===== config.mk =====
export PLATFORM = sky130hd
export DESIGN_NAME = bfa_regs
export DESIGN_NICKNAME = d
export VERILOG_FILES = /design/src/sv/bfa_pkg.sv /design/src/sv/bfa_regs.sv
export SDC_FILE = /design/constraint.sdc
export NUM_CORES = 1
export LEC_CHECK = 0
export BUFFER_PORTS_ARGS = -buffer_cell sky130_fd_sc_hd__buf_4
export CAP_MARGIN = 20
export CORE_MARGIN = 2
export CORE_UTILIZATION = 36
export DETAILED_ROUTE_END_ITERATION = 10
export PLACE_DENSITY = 0.78
export SYNTH_ARGS = -nofsm -noshare
export SYNTH_HDL_FRONTEND = slang
export SYNTH_SLANG_ARGS = --single-unit

===== constraint.sdc =====
create_clock -name clk -period 0.9 [get_ports clk]
set_clock_uncertainty 0.1 [all_clocks]
set_input_delay 0.18 -clock clk [delete_from_list [all_inputs] [get_ports clk]]
set_output_delay 0.18 -clock clk [all_outputs]
set_load 0.01 [all_outputs]

===== src/sv/bfa_pkg.sv =====
// shared types, codes and helpers of the bitmap frame allocator
package bfa_pkg;

    localparam int WORD_BITS     = 64;
    localparam int PAGE_BITS     = 12;
    localparam int CNT_BITS      = 17;
    localparam int ADDR_BITS     = 48;
    localparam int OUT_ADDR_BITS = 28;
    localparam logic [CNT_BITS-1:0] CNT_MAX = 17'h1FFFF;

    typedef enum logic [2:0] {
        MODE_ALLOC_ONE  = 3'd0,
        MODE_ALLOC_RUN  = 3'd1,
        MODE_FREE       = 3'd2,
        MODE_MARK_USED  = 3'd3,
        MODE_MARK_FREE  = 3'd4,
        MODE_QUERY      = 3'd5
    } mode_t;

    typedef enum logic [1:0] {
        FS_OK           = 2'd0,
        FS_NOT_INIT     = 2'd1,
        FS_INVALID      = 2'd2,
        FS_ALREADY_FREE = 2'd3
    } free_status_t;

    typedef enum logic [1:0] {
        QS_USED = 2'd0,
        QS_FREE = 2'd1,
        QS_BAD  = 2'd2
    } query_state_t;

    typedef enum logic [0:0] {
        REG_ENABLED = 1'b0,
        REG_TOTAL   = 1'b1
    } reg_index_t;

    typedef enum logic [3:0] {
        ST_CLEAR,
        ST_IDLE,
        ST_ONE_RD,
        ST_ONE_CHK,
        ST_RUN_RD,
        ST_RUN_BIT,
        ST_TAKE_RD,
        ST_TAKE_WR,
        ST_FR_RD,
        ST_FR_CHK,
        ST_DONE
    } state_t;

    typedef struct packed {
        logic                enabled;
        logic [CNT_BITS-1:0] frame_total;
    } cfg_t;

    function automatic logic [5:0] lowest_set(input logic [WORD_BITS-1:0] v);
        logic [5:0] idx;
        idx = '0;
        for (int i = WORD_BITS - 1; i >= 0; i--)
        begin
            if (v[i])
            begin
                idx = 6'(i);
            end
        end
        return idx;
    endfunction

endpackage


===== src/sv/bfa_regs.sv =====
// apb configuration registers of the allocator
module bfa_regs (
    input  logic          clk,
    input  logic          rst_n,
    input  logic          psel,
    input  logic          penable,
    input  logic          pwrite,
    input  logic [2:0]    paddr,
    input  logic [31:0]   pwdata,
    output logic [31:0]   prdata,
    output logic          pready,
    output bfa_pkg::cfg_t cfg
);
    import bfa_pkg::*;

    logic                enabled_reg;
    logic [CNT_BITS-1:0] total_reg;
    reg_index_t          idx;
    logic                wr;

    assign pready = 1'b1;
    assign idx    = reg_index_t'(paddr[2]);
    assign wr     = psel && penable && pwrite && pready;

    always_ff @(posedge clk or negedge rst_n)
    begin
        if (!rst_n)
        begin
            enabled_reg <= 1'b0;
            total_reg   <= 17'd65536;
        end
        else if (wr)
        begin
            case (idx)
                REG_ENABLED: enabled_reg <= pwdata[0];
                REG_TOTAL:   total_reg   <= pwdata[CNT_BITS-1:0];
                default:     enabled_reg <= enabled_reg;
            endcase
        end
    end

    always_comb
    begin
        case (idx)
            REG_ENABLED: prdata = {31'b0, enabled_reg};
            REG_TOTAL:   prdata = {15'b0, total_reg};
            default:     prdata = '0;
        endcase
    end

    assign cfg.enabled     = enabled_reg;
    assign cfg.frame_total = total_reg;
endmodule


==> impl_results.rst, run 1 <==
.. list-table::
   :header-rows: 1

   * - Metric
     - Value
   * - Library cell occupying the most area in the post-synthesis netlist
     - dfrtp_1
   * - Critical path launch point type
     - flop
   * - Launch point of the worst hold path
     - pwdata[9]
   * - Number of instances in the synthesized netlist
     - 77
   * - Wire length of the first global-routing pass
     - 4060 µm
   * - Vert. Die Dim
     - 56.6 µm
   * - Global placement routability congestion
     - 0.642
   * - Crit. End Element
     - output port
   * - Filler cells
     - 190
   * - Overall routed net length
     - 2520 µm
   * - Starting density of the core
     - 0.370
   * - Highest clock rate
     - 0.731 GHz
   * - Flip-flop and latch count after synthesis
     - 18
   * - Pre-CTS WS
     - -267 ps
   * - Total DRC errors in the routed layout
     - 0
   * - Data required time at the worst endpoint
     - 620 ps
   * - Crit path max fanout
     - 2
   * - Die Area
     - 3200 µm²
   * - Power density cells
     - 1860 nW/µm²
   * - Cell chosen for the clock root
     - clkbuf_4
   * - Sequential fraction of the synthesis area
     - 0.454
   * - Synth top area cells
     - dfrtp_1 (43%), mux2_4 (15%), buf_4 (13%), mux2_2 (10%), and2_1 (10%)
   * - First-pass iteration count of the detailed router
     - 4
   * - Placement Rows
     - 19
   * - Post-layout power
     - 3.43 mW
   * - Area of combinational cells with multiple inputs
     - 508 µm²
   * - Vias in the first global route
     - 864
   * - H-tree depth reported by CTS
     - 1
   * - Share of synthesized registers carrying an async set or reset
     - 1.00
   * - Register clock-pin slew on the reported worst setup and hold paths
     - 110 ps
   * - Launch point of the worst reg-to-reg path
     - total_reg[4]
   * - HPWL reported at the end of detailed placement
     - 1630 µm
   * - Largest net degree at the start of global routing
     - 19
   * - Setup violation total in the final timing report
     - 50
   * - Max-cap violations
     - 0
   * - Unrepaired setup endpoints after global routing
     - true
   * - TritonCTS clock tree
     - yes
   * - Total number of vias
     - 824
   * - Clock latency at the later pin of the worst-skew pair
     - 280 ps
   * - Final-stage net count
     - 198
   * - Critical Setup Path Class
     - reg -> out
   * - Syn_area_per_cell
     - 12.9 µm²
   * - Top flip-flop cell by instance count after synthesis
     - dfrtp_1
   * - Worst Hold Slack
     - 10.4 ps
   * - Longest Clk Path Bufs
     - 2
   * - Run status
     - complete, but fails checks
   * - Max-slew violations
     - 0
   * - Synth top area share
     - 0.428
   * - Total count of hold-check failures in the final report
     - 0
   * - Number of I/O pins
     - 91
   * - Count of flip-flops with a built-in enable after synthesis
     - 0
   * - Input/output buffers
     - 57
   * - Post-synthesis instance area
     - 995 µm²
   * - Yosys warning total
     - 0
   * - CTS sink count
     - 18
   * - Top cell types by occurrence after synthesis
     - buf_4 (17), dfrtp_1 (17), and2_1 (16), mux2_4 (10), mux2_2 (9)
   * - Antenna violations before repair
     - 0
   * - Hold Crit Class
     - in -> reg
   * - Clock buffers created by TritonCTS
     - 3
   * - Setup ws final
     - -469 ps
   * - Leakage power figure
     - 0.992 nW
   * - DRT iter0 DRCs
     - 13
   * - Drt via density
     - 4.38
   * - Core area
     - 2690 µm²
   * - Share of the clock period used by the worst path after layout
     - 1.52
   * - Aggregate global-route resource usage
     - 0.162
   * - Final critical path time including I/O delays and setup
     - 1370 ps
   * - Overall die width
     - 56.6 µm
   * - Remaining global-route overflow
     - 0
   * - Area Growth Syn to Fin
     - 86.0%
   * - Number of antenna-violating nets in the routed design
     - 0
   * - Signal arrival time at the worst endpoint
     - 1090 ps
   * - Antenna Diode Count
     - 0
   * - Violated checks
     - negative setup slack
   * - Max reg flops
     - 17
   * - Area used by sequential logic in the layout
     - 452 µm²
   * - Startpoint of the most critical setup path
     - enabled_reg
   * - Distinct cell type count of the synthesized netlist
     - 11
   * - Routed wirelength normalized by instance count
     - 13.4 µm
   * - Count of hold-fix buffers inserted at cts
     - 1
   * - Ratio of cells with drive above 1 in the final layout
     - 0.771
   * - Maximum vdd drop
     - 1300 µV
-- report_power, final --
part / internal (mW) / leakage (nW) / total [mW] / switching (mW)
Combinational: 1.28 / 0.763 / 1.85 / 0.572
Clock: 0.172 / 0.0150 / 0.432 / 0.260
Sequential: 0.994 / 0.215 / 1.15 / 0.155
Total: 2.45 / 0.992 / 3.43 / 0.987
-- cells in the final DEF, fill, tap and decap left out, drive strengths merged --
| master | n |
|---|---|
| nand4 | 1 |
| dfrtp | 17 |
| and2 | 16 |
| clkbuf | 4 |
| dfstp | 1 |
| buf | 81 |
| conb | 16 |
| dlygate4sd3 | 1 |
| nand4b | 1 |
| mux2 | 19 |
-- through the flow --
stage / utilization / instance area [µm²] / TNS [ps] / std cells
3_3_place_gp: 0.531 / 1430 / -6650 / 166
5_1_grt: 0.689 / 1850 / -14940 / 188
3_5_place_dp: 0.531 / 1430 / -6990 / 166
6_report: 0.689 / 1850 / -13150 / 188
4_1_cts: 0.651 / 1750 / -12180 / 182
2_1_floorplan: - / 1050 / -2920 / 91
-- layout make-up --
type,instances,share of cell area
Sequential cell,18,0.244
Multi-Input combinational cell,53,0.275
Clock buffer,4,0.0142
Tap cell,31,0.0210
Timing Repair Buffer,82,0.446
-- critical path, stage by stage, from the launching register on --
cell,delay (ps)
dfrtp_1,410
mux2_4,280
buf_6,120
-- metal layers --
layer  GRT usage  part of all wire  vias to the layer above  wire length, µm
met2       0.294              0.53                       47             1330
met5           0                 0                        -                0
li1            -                 -                      382                -
met4      0.0408            0.0060                        0               15
met3      0.0484             0.087                        2              218
met1       0.183              0.38                      393              952
-- cells by family (layout without fill, tap and decap cells) --
group | after synthesis | in the layout | synth area share
mux | 19 | 19 | 0.253
flops | 18 | 18 | 0.454
simple gates | 18 | 18 | 0.131
other cells | 2 | 16 | 0.00755
buf+inv | 20 | 86 | 0.155
-- path summary, 6_finish.rpt --
path                            endpoint  slack, ps  cells after the start
max reg2reg                 total_reg[4]       -180                      3
max in group asynchronous  total_reg[16]        250                      2
min reg2reg                total_reg[12]        480                      1
min in group asynchronous  total_reg[13]        180                      2
max                            prdata[0]       -470                      2
min                         total_reg[9]         10                      2
-- what timing repair did --
action	CTS	global route
cloned	0	0
resized for setup	60	15
pin swaps	16	2
endpoints found under the setup margin	37	51
endpoints found under the hold margin	18	4
setup buffers	12	7
(Power assumes the default switching activity.)
==> run 2: changes to the inputs <==
Settings changed: ABC_AREA set to 1, SETUP_SLACK_MARGIN set to 0.2.
==> impl_results.rst, run 2 <==
.. list-table::
   :header-rows: 1

   * - Metric
     - Value
   * - Synthesized-area fraction occupied by adder cells
     - 0 (unchanged)
   * - Signal arrival time at the worst endpoint
     - 1060 ps (was 1090 ps)
   * - Data required time at the worst endpoint
     - 620 ps (about the same)
   * - Input/output buffers
     - 57 (unchanged)
   * - Highest clock rate
     - 0.747 GHz (was 0.731 GHz)
   * - Compound-cell area share of the yosys netlist
     - 0 (unchanged)
   * - Post-synthesis instance area
     - 1020 µm² (was 995 µm²)
   * - Setup ws final
     - -439 ps (was -469 ps)
   * - Syn_area_per_cell
     - 7.39 µm² (was 12.9 µm²)
   * - Top cell types by occurrence after synthesis
     - nand2_1 (56), buf_4 (19), inv_1 (18), nand3_1 (18), dfrtp_1 (17) (was buf_4 (17), dfrtp_1 (17), and2_1 (16), mux2_4 (10), mux2_2 (9))
   * - Longest Clk Path Bufs
     - 2 (unchanged)
   * - Power density cells
     - 1640 nW/µm² (was 1860 nW/µm²)
   * - Vert. Die Dim
     - 57.2 µm (was 56.6 µm)
   * - Run status
     - complete, but fails checks (unchanged)
   * - Sequential fraction of the synthesis area
     - 0.443 (was 0.454)
   * - CTS sink count
     - 18 (unchanged)
   * - Internal reg-to-reg setup slack
     - 40 ps (was -180 ps)
   * - Leakage power figure
     - 1.00 nW (was 0.992 nW)
   * - Setup violation total in the final timing report
     - 35 (was 50)
   * - Wire length of the first global-routing pass
     - 4070 µm (was 4060 µm)
   * - Post-synthesis xor/xnor area fraction
     - 0 (unchanged)
   * - Register clock-pin slew on the reported worst setup and hold paths
     - 110 ps (about the same)
   * - Count of hold-fix buffers inserted at cts
     - 1 (unchanged)
   * - Final-stage net count
     - 242 (was 198)
   * - Crit. End Element
     - output port (unchanged)
   * - Drt via density
     - 4.33 (was 4.38)
   * - Final critical path time including I/O delays and setup
     - 1340 ps (was 1370 ps)
   * - Top flip-flop cell by instance count after synthesis
     - dfrtp_1 (unchanged)
   * - Routed wirelength normalized by instance count
     - 11.1 µm (was 13.4 µm)
   * - Library cell occupying the most area in the post-synthesis netlist
     - dfrtp_1 (unchanged)
   * - DRT iter0 DRCs
     - 9 (was 13)
   * - Pre-CTS WS
     - -137 ps (was -267 ps)
   * - Clock latency at the later pin of the worst-skew pair
     - 290 ps (was 280 ps)
   * - Count of flip-flops with a built-in enable after synthesis
     - 0 (unchanged)
   * - Total count of hold-check failures in the final report
     - 1 (was 0)
   * - Leading cell type by number of instances after synthesis
     - nand2_1
   * - Starting density of the core
     - 0.373 (was 0.370)
   * - Ratio of cells with drive above 1 in the final layout
     - 0.532 (was 0.771)
   * - Number of instances in the synthesized netlist
     - 138 (was 77)
   * - Die Area
     - 3270 µm² (was 3200 µm²)
   * - Max reg flops
     - 17 (unchanged)
   * - Number of I/O pins
     - 91 (unchanged)
   * - Placement Rows
     - 19 (unchanged)
   * - Yosys warning total
     - 0 (unchanged)
   * - Hold Crit Class
     - in -> reg (unchanged)
   * - Fraction of the mapped netlist area in simple logic gates
     - 0.324 (was 0.131)
   * - Largest net degree at the start of global routing
     - 27 (was 19)
   * - Most common library cell in the layout ignoring fill and taps
     - nand2_1 (was buf_6)
   * - Overall routed net length
     - 2570 µm (was 2520 µm)
   * - Number of antenna-violating nets in the routed design
     - 0 (unchanged)
   * - Worst Hold Slack
     - -4.80 ps (was 10.4 ps)
   * - Synth top area share
     - 0.417 (was 0.428)
   * - Violated checks
     - negative hold slack, negative setup slack (was negative setup slack)
   * - Max-slew violations
     - 0 (unchanged)
   * - Critical path launch point type
     - flop (unchanged)
   * - Distinct cell type count of the synthesized netlist
     - 11 (unchanged)
   * - Global placement routability congestion
     - 0.713 (was 0.642)
   * - Antenna violations before repair
     - 0 (unchanged)
   * - Area Growth Syn to Fin
     - 68.5% (was 86.0%)
   * - Vias in the first global route
     - 918 (was 864)
   * - TritonCTS clock tree
     - yes (unchanged)
   * - Dominant combinational cell family by area after synthesis
     - simple AND/OR/NAND/NOR gates (was multiplexers)
   * - Max-cap violations
     - 0 (unchanged)
   * - Share of the clock period used by the worst path after layout
     - 1.49 (was 1.52)
   * - Maximum vdd drop
     - 1050 µV (was 1300 µV)
   * - Aggregate global-route resource usage
     - 0.163 (was 0.162)
   * - Total number of vias
     - 1005 (was 824)
   * - Flip-flop and latch count after synthesis
     - 18 (unchanged)
   * - Proportion of synthesized area in mux cells
     - 0 (was 0.253)
   * - Remaining global-route overflow
     - 0 (unchanged)
   * - Antenna Diode Count
     - 0 (unchanged)
   * - Highest-count cells in the layout ignoring fill and taps
     - nand2_1 (39), buf_6 (38), buf_4 (28) (was buf_6 (52), buf_4 (28), mux2_4 (17), dfrtp_1 (17))
   * - First-pass iteration count of the detailed router
     - 4 (unchanged)
   * - Critical Setup Path Class
     - reg -> out (unchanged)
   * - H-tree depth reported by CTS
     - 1 (unchanged)
   * - Cell chosen for the clock root
     - clkbuf_4 (unchanged)
   * - Synth top area cells
     - dfrtp_1 (42%), nand2_1 (21%), buf_4 (14%), nand3_1 (8.8%), inv_1 (6.6%) (was dfrtp_1 (43%), mux2_4 (15%), buf_4 (13%), mux2_2 (10%), and2_1 (10%))
   * - Total DRC errors in the routed layout
     - 0 (unchanged)
   * - Clock buffers created by TritonCTS
     - 3 (unchanged)
   * - Overall die width
     - 57.2 µm (was 56.6 µm)
   * - Share of synthesized registers carrying an async set or reset
     - 1.00 (unchanged)
   * - HPWL reported at the end of detailed placement
     - 1790 µm (was 1630 µm)
   * - Core area
     - 2730 µm² (was 2690 µm²)
   * - Crit path max fanout
     - 3 (was 2)
   * - Unrepaired setup endpoints after global routing
     - true (unchanged)
[run 2: kinds of logic (layout without fill, tap and decap cells)]
family / Yosys count / after routing
DFF: 18 / 18
other: 2 / 16
buffers and inverters: 41 / 90
and+or+nand+nor: 77 / 77
[run 2: what timing repair did]
| action | in CTS | in global routing |
|---|---|---|
| pin swaps | 14 | 13 |
| setup endpoints to repair | 53 | 53 |
| resized for setup | 35 | 7 |
| endpoints found under the hold margin | 18 | 1 |
| setup buffers | 0 | 4 |
[run 2: per-layer routing]
metal	share of wire	vias up	track usage
met2	0.57	34	0.305
met3	0.049	4	0.0340
met5	0	-	0
met4	0.016	0	0.0698
li1	-	504	-
met1	0.37	463	0.174
[run 2: final timing paths]
check / from / to / depth (start not counted)
min in group asynchronous: rst_n / total_reg[3] / 2
min: pwdata[4] / total_reg[4] / 3
max: total_reg[16] / prdata[16] / 3
max reg2reg: total_reg[12] / total_reg[12] / 3
max in group asynchronous: rst_n / total_reg[16] / 2
min reg2reg: total_reg[16] / total_reg[16] / 2
[run 2: critical path: stages, from the launching register on]
cell,delay [ps]
dfstp_2,570
nand2_2,60
inv_2,50
buf_6,90
[run 2: power breakdown]
| group | leakage [nW] | switching, mW | internal (mW) | total (mW) |
|---|---|---|---|---|
| registers | 0.223 | 0.171 | 0.968 | 1.14 |
| clock network | 0.0210 | 0.270 | 0.247 | 0.516 |
| logic | 0.756 | 0.491 | 0.676 | 1.17 |
| total | 1.00 | 0.932 | 1.89 | 2.82 |
[run 2: stage by stage]
| step | cell area [µm²] | util | power [mW] | TNS [ps] | instances |
|---|---|---|---|---|---|
| after floorplan | 1180 | - | 1.61 | -47.4 | 152 |
| after global placement | 1490 | 0.545 | 2.03 | -3450 | 223 |
| after detailed placement | 1490 | 0.545 | 2.06 | -3750 | 223 |
| after CTS | 1670 | 0.610 | 2.74 | -10190 | 228 |
| after global routing | 1720 | 0.628 | 2.99 | -11980 | 232 |
| final | 1720 | 0.628 | 2.82 | -10350 | 232 |
[run 2: final cells by class]
class	count	area [µm²]
Tap cell	31	38.8
Timing Repair Buffer	68	668
Inverter	18	70.1
Sequential cell	18	453
Fill cell	255	1020
Multi-Input combinational cell	93	452
Clock buffer	4	36.3
